`config.mk`:
```
export PLATFORM = sky130hd
export DESIGN_NAME = reloading_timer_bank_unit
export DESIGN_NICKNAME = d
export VERILOG_FILES = /design/src/sv/rtb_pkg.sv /design/src/sv/rtb_mem.sv /design/src/sv/reloading_timer_bank_unit.sv
export SDC_FILE = /design/constraint.sdc
export NUM_CORES = 2
export LEC_CHECK = 0
export BUFFER_PORTS_ARGS = -buffer_cell sky130_fd_sc_hd__buf_4
export CELL_PAD_IN_SITES_DETAIL_PLACEMENT = 1
export CELL_PAD_IN_SITES_GLOBAL_PLACEMENT = 1
export CORE_MARGIN = 5
export CORE_UTILIZATION = 45
export DETAILED_ROUTE_END_ITERATION = 16
export MAX_ROUTING_LAYER = met4
export PLACE_DENSITY_LB_ADDON = 0.1
export REMOVE_ABC_BUFFERS = 1
export SYNTH_ARGS = -nofsm -noshare
export SYNTH_HDL_FRONTEND = slang
export SYNTH_HIERARCHICAL = 1
export SYNTH_SLANG_ARGS = --single-unit
```
`constraint.sdc`:
```
create_clock -name i_clk -period 8.24 [get_ports i_clk]
set_input_delay 1.648 -clock i_clk [delete_from_list [all_inputs] [get_ports i_clk]]
set_output_delay 1.648 -clock i_clk [all_outputs]
set_load 0.01 [all_outputs]
```
`src/sv/rtb_pkg.sv`:
```
`default_nettype none
// ----------------------------------------------------------------------------
// rtb_pkg: shared types and constants of the reloading timer bank
// Field widths, item mode codes and the structs that pass between the
// sequencer and the timer store.
// ----------------------------------------------------------------------------
package rtb_pkg;

    localparam int unsigned NUM_TIMERS_DEF = 16;
    localparam int unsigned CFG_W          = 5;
    localparam int unsigned IDX_W          = 4;
    localparam int unsigned CNT_W          = 32;
    localparam int unsigned MODE_W         = 2;
    // widest store address and widest channel count over the parameter range
    localparam int unsigned ADDR_W_MAX     = 6;
    localparam int unsigned CHAN_W_MAX     = 7;

    typedef enum logic [MODE_W-1:0] {
        MODE_TICK   = 2'd0,
        MODE_ARM    = 2'd1,
        MODE_DISARM = 2'd2
    } t_mode;

    typedef struct packed {
        logic                  cnt_we;
        logic                  rel_we;
        logic                  vld_set;
        logic [ADDR_W_MAX-1:0] addr;
        logic [CNT_W-1:0]      cnt;
        logic [CNT_W-1:0]      rel;
    } t_wr_req;

    typedef struct packed {
        logic                  en;
        logic [ADDR_W_MAX-1:0] addr;
    } t_rd_req;

    typedef struct packed {
        logic [CNT_W-1:0] cnt;
        logic [CNT_W-1:0] rel;
    } t_rd_data;

endpackage
`default_nettype wire

```
`src/sv/rtb_mem.sv`:
```
`default_nettype none
// ----------------------------------------------------------------------------
// rtb_mem: timer count and reload store
// Two synchronous arrays with one write and one registered read port.
// Per-entry valid bits make never-armed entries read as zero.
// ----------------------------------------------------------------------------
module rtb_mem import rtb_pkg::*; #(
    parameter int unsigned NUM_TIMERS = NUM_TIMERS_DEF
) (
    input  wire logic     i_clk,
    input  wire logic     i_rst_n,
    input  wire t_wr_req  i_wr,
    input  wire t_rd_req  i_rd,
    output t_rd_data      o_rd
);

    localparam int unsigned AW = (NUM_TIMERS > 1) ? $clog2(NUM_TIMERS) : 1;

    logic [CNT_W-1:0]      mem_cnt [NUM_TIMERS];
    logic [CNT_W-1:0]      mem_rel [NUM_TIMERS];
    logic [NUM_TIMERS-1:0] r_vld;
    logic [CNT_W-1:0]      r_rd_cnt;
    logic [CNT_W-1:0]      r_rd_rel;
    logic                  r_rd_vld;

    always_ff @(posedge i_clk) begin
        if (i_wr.cnt_we) begin
            mem_cnt[i_wr.addr[AW-1:0]] <= i_wr.cnt;
        end
        if (i_wr.rel_we) begin
            mem_rel[i_wr.addr[AW-1:0]] <= i_wr.rel;
        end
    end

    always_ff @(posedge i_clk) begin
        if (i_rd.en) begin
            r_rd_cnt <= mem_cnt[i_rd.addr[AW-1:0]];
            r_rd_rel <= mem_rel[i_rd.addr[AW-1:0]];
        end
    end

    // valid bit follows the read so that a held read stays consistent
    always_ff @(posedge i_clk) begin
        if (!i_rst_n) begin
            r_vld    <= '0;
            r_rd_vld <= 1'b0;
        end else begin
            if (i_wr.vld_set) begin
                r_vld[i_wr.addr[AW-1:0]] <= 1'b1;
            end
            if (i_rd.en) begin
                r_rd_vld <= r_vld[i_rd.addr[AW-1:0]];
            end
        end
    end

    assign o_rd.cnt = r_rd_vld ? r_rd_cnt : '0;
    assign o_rd.rel = r_rd_vld ? r_rd_rel : '0;

endmodule
`default_nettype wire

```
`src/sv/reloading_timer_bank_unit.sv`:
```
`default_nettype none
// ----------------------------------------------------------------------------
// reloading_timer_bank_unit: bank of down-counting timers with auto reload
// Sequencer that sweeps the timer store once per tick and reports expiries.
// ----------------------------------------------------------------------------
// Usage:
//   Input channel (i_in_valid / o_in_stall) carries one beat per item: a
//   tick, an arm (count and reload for one timer) or a disarm. Output
//   channel (o_out_valid / i_out_stall) carries one beat per expiry, with
//   o_last_expiry marking the final expiry of a tick.
//   Configuration channel (i_cfg_valid / o_cfg_ready) writes channels_in_use;
//   write it only while the block is idle. It is always ready.
//   Arm, disarm and unused modes are applied on acceptance, without a sweep.
//   A tick sweeps the n channels in use through the single read port of the
//   store: one timer read per cycle while the sweep is not halted, a
//   registered read, an evaluation of each returned entry, and the handover
//   of the last beat; a stalling receiver can lengthen the sweep.
//   The last expiry found is held back one step until the sweep knows
//   whether another follows; a stalled output register halts the sweep
//   once a second expiry is waiting, and the input stays stalled until the
//   sweep ends and the tick's final beat, if any, sits in the output register.
//   Reset (synchronous, active low) stops every timer, clears reload values
//   through per-entry valid bits at once, and sets channels_in_use to zero.
// ----------------------------------------------------------------------------
module reloading_timer_bank_unit import rtb_pkg::*; #(
    parameter int unsigned NUM_TIMERS = NUM_TIMERS_DEF
) (
    input  wire logic              i_clk,
    input  wire logic              i_rst_n,
    input  wire logic              i_cfg_valid,
    output logic                   o_cfg_ready,
    input  wire logic [CFG_W-1:0]  i_cfg_data,
    input  wire logic              i_in_valid,
    output logic                   o_in_stall,
    input  wire logic [MODE_W-1:0] i_mode,
    input  wire logic [IDX_W-1:0]  i_timer_index,
    input  wire logic [CNT_W-1:0]  i_arm_timeout,
    input  wire logic [CNT_W-1:0]  i_arm_reload,
    output logic                   o_out_valid,
    input  wire logic              i_out_stall,
    output logic [IDX_W-1:0]       o_expired_index,
    output logic                   o_last_expiry
);

    localparam int unsigned AW = (NUM_TIMERS > 1) ? $clog2(NUM_TIMERS) : 1;
    localparam int unsigned CW = $clog2(NUM_TIMERS + 1);

    typedef enum logic [1:0] {
        ST_IDLE  = 2'b01,
        ST_SWEEP = 2'b10
    } t_state;

    t_state             r_state, n_state;
    logic [CFG_W-1:0]   r_chan;
    logic [CW-1:0]      r_ptr, n_ptr;
    logic               r_ev_valid, n_ev_valid;
    logic [AW-1:0]      r_ev_idx, n_ev_idx;
    logic               r_pend_valid, n_pend_valid;
    logic [IDX_W-1:0]   r_pend_idx, n_pend_idx;
    logic               r_out_valid, n_out_valid;
    logic [IDX_W-1:0]   r_out_idx, n_out_idx;
    logic               r_out_last, n_out_last;

    t_wr_req            wr;
    t_rd_req            rd;
    t_rd_data           rd_data;

    logic [CHAN_W_MAX-1:0] chan_lim;
    logic [CW-1:0]         chan_n;
    logic                  in_acc;
    logic                  in_range;
    logic                  out_free;
    logic                  expire;
    logic                  ev_fire;
    logic                  advance;
    logic [CHAN_W_MAX-1:0] ev_idx_w;

    // clamp channels in use to the bank size
    always_comb begin
        if (CHAN_W_MAX'(r_chan) > CHAN_W_MAX'(NUM_TIMERS)) begin
            chan_lim = CHAN_W_MAX'(NUM_TIMERS);
        end else begin
            chan_lim = CHAN_W_MAX'(r_chan);
        end
    end
    assign chan_n = chan_lim[CW-1:0];

    assign o_cfg_ready = 1'b1;
    assign o_in_stall  = (r_state != ST_IDLE);
    assign in_acc      = i_in_valid && (r_state == ST_IDLE);
    assign in_range    = CHAN_W_MAX'(i_timer_index) < chan_lim;

    // output register is free when empty or being taken this cycle
    assign out_free = !r_out_valid || !i_out_stall;
    assign expire   = (rd_data.cnt == CNT_W'(1));
    // an expiry can only retire if the held one has somewhere to go
    assign ev_fire  = r_ev_valid && (!expire || !r_pend_valid || out_free);
    assign advance  = !r_ev_valid || ev_fire;
    assign ev_idx_w = CHAN_W_MAX'(r_ev_idx);

    always_comb begin
        n_state      = r_state;
        n_ptr        = r_ptr;
        n_ev_valid   = r_ev_valid;
        n_ev_idx     = r_ev_idx;
        n_pend_valid = r_pend_valid;
        n_pend_idx   = r_pend_idx;
        n_out_valid  = r_out_valid && i_out_stall;
        n_out_idx    = r_out_idx;
        n_out_last   = r_out_last;
        wr           = '0;
        rd           = '0;

        case (r_state)
            ST_IDLE: begin
                if (in_acc) begin
                    case (t_mode'(i_mode))
                        MODE_TICK: begin
                            n_state = ST_SWEEP;
                            n_ptr   = '0;
                        end
                        MODE_ARM: begin
                            if (in_range) begin
                                wr.cnt_we  = 1'b1;
                                wr.rel_we  = 1'b1;
                                wr.vld_set = 1'b1;
                                wr.addr    = ADDR_W_MAX'(i_timer_index);
                                wr.cnt     = i_arm_timeout;
                                wr.rel     = i_arm_reload;
                            end
                        end
                        MODE_DISARM: begin
                            // a never-armed entry already reads as zero
                            if (in_range) begin
                                wr.cnt_we = 1'b1;
                                wr.addr   = ADDR_W_MAX'(i_timer_index);
                                wr.cnt    = '0;
                            end
                        end
                        default: begin
                        end
                    endcase
                end
            end
            ST_SWEEP: begin
                // evaluate the entry whose read data has returned
                if (ev_fire) begin
                    wr.cnt_we = (rd_data.cnt != '0);
                    wr.addr   = ADDR_W_MAX'(r_ev_idx);
                    wr.cnt    = expire ? rd_data.rel : (rd_data.cnt - CNT_W'(1));
                    if (expire) begin
                        if (r_pend_valid) begin
                            n_out_valid = 1'b1;
                            n_out_idx   = r_pend_idx;
                            n_out_last  = 1'b0;
                        end
                        n_pend_valid = 1'b1;
                        n_pend_idx   = ev_idx_w[IDX_W-1:0];
                    end
                end
                // issue the next read, or drain the evaluation stage
                if (advance) begin
                    if (r_ptr < chan_n) begin
                        rd.en      = 1'b1;
                        rd.addr    = ADDR_W_MAX'(r_ptr[AW-1:0]);
                        n_ev_valid = 1'b1;
                        n_ev_idx   = r_ptr[AW-1:0];
                        n_ptr      = r_ptr + CW'(1);
                    end else begin
                        n_ev_valid = 1'b0;
                    end
                end
                // sweep done: hand the held expiry over as the last beat
                if (!r_ev_valid && (r_ptr == chan_n)) begin
                    if (!r_pend_valid) begin
                        n_state = ST_IDLE;
                    end else if (out_free) begin
                        n_out_valid  = 1'b1;
                        n_out_idx    = r_pend_idx;
                        n_out_last   = 1'b1;
                        n_pend_valid = 1'b0;
                        n_state      = ST_IDLE;
                    end
                end
            end
            default: begin
                n_state = ST_IDLE;
            end
        endcase
    end

    always_ff @(posedge i_clk) begin
        if (!i_rst_n) begin
            r_state      <= ST_IDLE;
            r_chan       <= '0;
            r_ptr        <= '0;
            r_ev_valid   <= 1'b0;
            r_pend_valid <= 1'b0;
            r_out_valid  <= 1'b0;
        end else begin
            r_state      <= n_state;
            r_ptr        <= n_ptr;
            r_ev_valid   <= n_ev_valid;
            r_pend_valid <= n_pend_valid;
            r_out_valid  <= n_out_valid;
            if (i_cfg_valid && o_cfg_ready) begin
                r_chan <= i_cfg_data;
            end
        end
    end

    // payload registers: no reset
    always_ff @(posedge i_clk) begin
        r_ev_idx   <= n_ev_idx;
        r_pend_idx <= n_pend_idx;
        r_out_idx  <= n_out_idx;
        r_out_last <= n_out_last;
    end

    rtb_mem #(
        .NUM_TIMERS (NUM_TIMERS)
    ) u_mem (
        .i_clk   (i_clk),
        .i_rst_n (i_rst_n),
        .i_wr    (wr),
        .i_rd    (rd),
        .o_rd    (rd_data)
    );

    assign o_out_valid     = r_out_valid;
    assign o_expired_index = r_out_idx;
    assign o_last_expiry   = r_out_last;

endmodule
`default_nettype wire

```
=== Yosys cells after proc, flatten, opt, wreduce, memory -nomap -nowiden ===
Memories as Yosys holds them, arrays and structs flattened. A register that Yosys moved wholly into a read port is not among the register bits.
Cells that the tools add are included.

* RAM bits: 1024
* Memories: 2
* Input bits: 80
* Register bits after elaboration: 45
* Word-level logic and storage cells: 123
* Output and inout bits: 8

* Bitwise operators: 1
* Mux-type cells: 65
* Add/subtract/negate cells: 2
* Equality and inequality tests: 13
* Reduce and logical (&&, ||, !) cells: 22
* Magnitude comparators: 6

{| class="wikitable"
|+ Memories
! name !! words !! width !! read ports !! clocked after memory_dff !! write ports !! line !! text
|-
| u_mem.mem_cnt || 16 || 32 || 1 || 1 || 1 || rtb_mem.sv:19 || <nowiki>logic [CNT_W-1:0] mem_cnt [NUM_TIMERS];</nowiki>
|-
| u_mem.mem_rel || 16 || 32 || 1 || 1 || 1 || rtb_mem.sv:20 || <nowiki>logic [CNT_W-1:0] mem_rel [NUM_TIMERS];</nowiki>
|}

{| class="wikitable"
|+ Operator list
! kind !! count
|-
| 2-to-1 mux 32 bit || 5
|-
| 2-to-1 mux 73 bit || 2
|-
| case mux 38 bit (2 select lines) || 1
|-
| 2-to-1 mux 36 bit || 2
|-
| case mux 36 bit (2 select lines) || 1
|-
| == test 32 x 1 -> 1 bit, second input constant || 1
|-
| nonzero test 32 bit || 1
|-
| subtractor 32 x 1 -> 32 bit, second input constant || 1
|-
| 2-to-1 mux 1 bit || 27
|-
| 2-to-1 mux 5 bit || 5
|-
| 2-to-1 mux 4 bit || 6
|-
| 2-to-1 mux 7 bit || 3
|-
| bitwise OR 16 bit || 1
|-
| 2-to-1 mux 2 bit || 7
|-
| < comparator 4 x 5 -> 1 bit, second input constant || 2
|-
| case mux 5 bit (2 select lines) || 1
|-
| inequality test 2 bit, second input constant || 4
|-
| < comparator 4 x 7 -> 1 bit || 1
|-
| AND reduction 3 bit || 2
|-
| adder 5 x 1 -> 5 bit, second input constant || 1
|-
| == test 5 bit || 1
|-
| > comparator 5 bit, second input constant || 1
|-
| logical AND 1 bit || 5
|-
| zero test 1 bit || 5
|-
| other kinds (16) || 23
|}

=== Longest topological paths before layout ===
* Depth after elaboration: 13
* Gate-level depth with buffers: 16
* Mapped depth without buffers: 13

=== By module ===
Netlist, hierarchy kept.

{| class="wikitable"
|+ Modules (own cells, without submodules)
! module !! cells each !! area an instance (sq um) !! times used !! seq. area each (sq um)
|-
| rtb_mem || 1675 || 41708.8 || 1 || 33011.7
|-
| reloading_timer_bank_unit || 406 || 3125.5 || 1 || 690.7
|}

=== Least setup slack after synthesis ===
No wires, ideal clock.

* Path kind: input -> register
* From: input i_out_stall
* To: register u_mem.r_rd_cnt[10], read port of u_mem.mem_cnt, data pin
* Setup time: 272 ps
* Slack: 121 ps
* Arrival: 7847 ps
* Stages on the path: 9
* Data required time: 7968 ps
* Buffers on the path: 4
* Cell sequence: and3_1 > clkbuf_1 > a31oi_1 > and2_1 > buf_2 > clkbuf_1 > buf_1 > mux4_2 > mux4_2

{| class="wikitable"
|+ RTL lines
! what !! line !! text
|-
| from (decl) || reloading_timer_bank_unit.sv:40 || <nowiki>input wire logic i_out_stall,</nowiki>
|-
| to (decl) || rtb_mem.sv:22 || <nowiki>logic [CNT_W-1:0] r_rd_cnt;</nowiki>
|}

==> results.json <==
{
  "finalCritPeriodShare": 0.667,
  "cts.htree.levels": 3,
  "hpwlAfterDp_um": 63500,
  "drcViolationCount": 0,
  "drv_cap": 0,
  "fin_setup_tns_ns": 0,
  "p_sw_frac": 0.196,
  "antenna_found_initial": 6,
  "wl_per_cell_um": 30.3,
  "p_int_uw": 9400,
  "cts_root_buf": "clkbuf_16",
  "finalClockSkew_ns": 0.0257,
  "nets": 2347,
  "coreArea_um2": 98700,
  "start_util": 0.454,
  "tightest_slew_ns": 1.28,
  "cts_tree": "done",
  "hp-class": "reg2reg",
  "syn_inst": 2080,
  "clock_latency_ns": 0.71,
  "fin_ws_ns": 2.75,
  "power.switching_uw": 2300,
  "dr.pass1.iters": 5,
  "path_clk_slew_ns": 0.06,
  "ant_nets": 0,
  "crit_type": "reg2reg",
  "cts_setup_buffers": 0,
  "pre_cts_ws_ns": 2.46,
  "pwr-share-seq": 0.537,
  "grt_pass1_wl_um": 163000,
  "die_y_um": 326,
  "drv_slew": 0,
  "slew_headroom": 0.144,
  "core.rowCount": 115,
  "drtIter0Drc": 2018,
  "fmax_ghz": 0.182,
  "vias_per_cell": 5.87,
  "clkPwrFrac": 0.450,
  "fin_util": 0.518,
  "timing.final.hold_violations": 0,
  "overflow": 0,
  "pin_count": 88,
  "r2r_cells": 10,
  "endpoint_kind": "flip-flop",
  "avgSynthCellArea_um2": 21.6,
  "setup_violations": 0,
  "status": "finished clean",
  "crit_required_ns": 8.60,
  "first_global_vias": 23291,
  "vias": 21378,
  "cts_buffer_depth": 3,
  "wl_um": 110000,
  "p_leak_uw": 0.0155,
  "setup.worst_path.start_class": "flip-flop",
  "p_per_area_nw_per_um2": 229,
  "netlist_area_um2": 44800,
  "cts_made_buffers": 116,
  "dieArea_um2": 106000,
  "max-vdd-ir-drop_uv": 172,
  "worstPathArrival_ns": 5.86,
  "grt_util_all_layers": 0.216,
  "syn2layout_area_growth_pct": 14.1,
  "total_power_uw": 11700,
  "comb_power_share": 0.013,
  "hold_slack_ns": 0.469,
  "cts_sinks": 1133,
  "whs_path_depth": 1,
  "rsz0062_at_grt": "false",
  "gp_congestion": 0.857,
  "ys_warn_count": 6,
  "grt_max_degree": 96,
  "period_minus_slack_ns": 5.49,
  "dieWidth_um": 326,
  "portBuffers": 86,
  "cts-hold-fix-buffers": 0,
  "cp_max_fo": 34,
  "post_cts_resized": 0,
  "drive_above_1_share": 0.298
}
[worst paths after layout]
check        slack (ns)                             end                         start
max                2.75  u_mem/mem_cnt[1][22]$_DFFE_PP_   u_mem/r_rd_vld$_SDFFE_PN0P_
min                0.47    u_mem/r_vld[13]$_SDFFE_PN0P_  u_mem/r_vld[13]$_SDFFE_PN0P_
max reg2reg        2.75  u_mem/mem_cnt[1][22]$_DFFE_PP_   u_mem/r_rd_vld$_SDFFE_PN0P_
min reg2reg        0.47    u_mem/r_vld[13]$_SDFFE_PN0P_  u_mem/r_vld[13]$_SDFFE_PN0P_
[power by group through the flow]
stage / Combinational (µW) / Sequential [µW] / Clock [µW]
2_1_floorplan: 68.4 / 6400 / 0
3_3_place_gp: 154 / 6400 / 0
3_5_place_dp: 159 / 6400 / 0
4_1_cts: 159 / 6280 / 5390
5_1_grt: 169 / 6270 / 5670
6_report: 156 / 6280 / 5270
[worst max-delay path: stages, from the launching register on]
cell and delay, ns:
dfxtp_2 0.47, buf_4 0.31, and2_1 0.28, nor4_4 0.42, nand4_1 0.37, nor3_1 0.70, a21oi_1 0.28, a22o_1 0.33
nand2b_1 0.67, nor2_4 0.85, buf_4 0.43
[layer usage]
layer | GRT usage | routed length, µm | share of wire | vias up
met2 | 0.364 | 57200 | 0.52 | 571
met3 | 0.0303 | 4790 | 0.043 | 167
li1 | - | - | - | 9035
met5 | - | 0 | 0 | -
met1 | 0.283 | 45700 | 0.41 | 11605
met4 | 0.0521 | 2630 | 0.024 | 0
[metrics by stage]
| stage | area (µm²) | cells |
|---|---|---|
| 2_1_floorplan | 44200 | 1976 |
| 3_3_place_gp | 47300 | 3418 |
| 3_5_place_dp | 47300 | 3418 |
| 4_1_cts | 51100 | 3638 |
| 5_1_grt | 51100 | 3640 |
| 6_report | 51100 | 3640 |
[sequential cells by signal, summed over array words and instances, names as in the netlist, 2 cells and up]
name	count
r_state	2
r_ev_idx	4
u_mem/r_rd_cnt	32
r_chan	5
u_mem/mem_rel	512
o_expired_index	4
r_ptr	5
u_mem/r_rd_rel	32
u_mem/mem_cnt	512
u_mem/r_vld	16
r_pend_idx	4
[cell type report]
cell class                 instances  area [µm²]
clock buffer                     143        3010
multi-input combinational        831       10700
inverter                          12        45.0
antenna                            1        2.50
fill                            8643       47600
timing repair buffer             156        1220
clock inverter                    77         817
sequential                      1133       33700
tap                             1287        1610
[layout by cell type (no fill, tap or decap), drive strengths merged, types with 4 or more instances in the layout]
cell type	instances
ha	17
nor4	11
and3	6
o21a	17
edfxtp	1101
nand3	25
inv	16
nand2	46
bufinv	15
a22oi	19
and2	104
clkbuf	143
dfxtp	32
mux4	322
xor2	9
nor3b	5
nor2	81
o21ai	31
mux2	4
nor2b	11
a21oi	13
nand3b	4
buf	156
mux2i	12
nor3	19
xnor2	17
o311ai	4
a32oi	4
a22o	4
clkinv	55
nand4	6
Power figures use the tool's default switching activity.
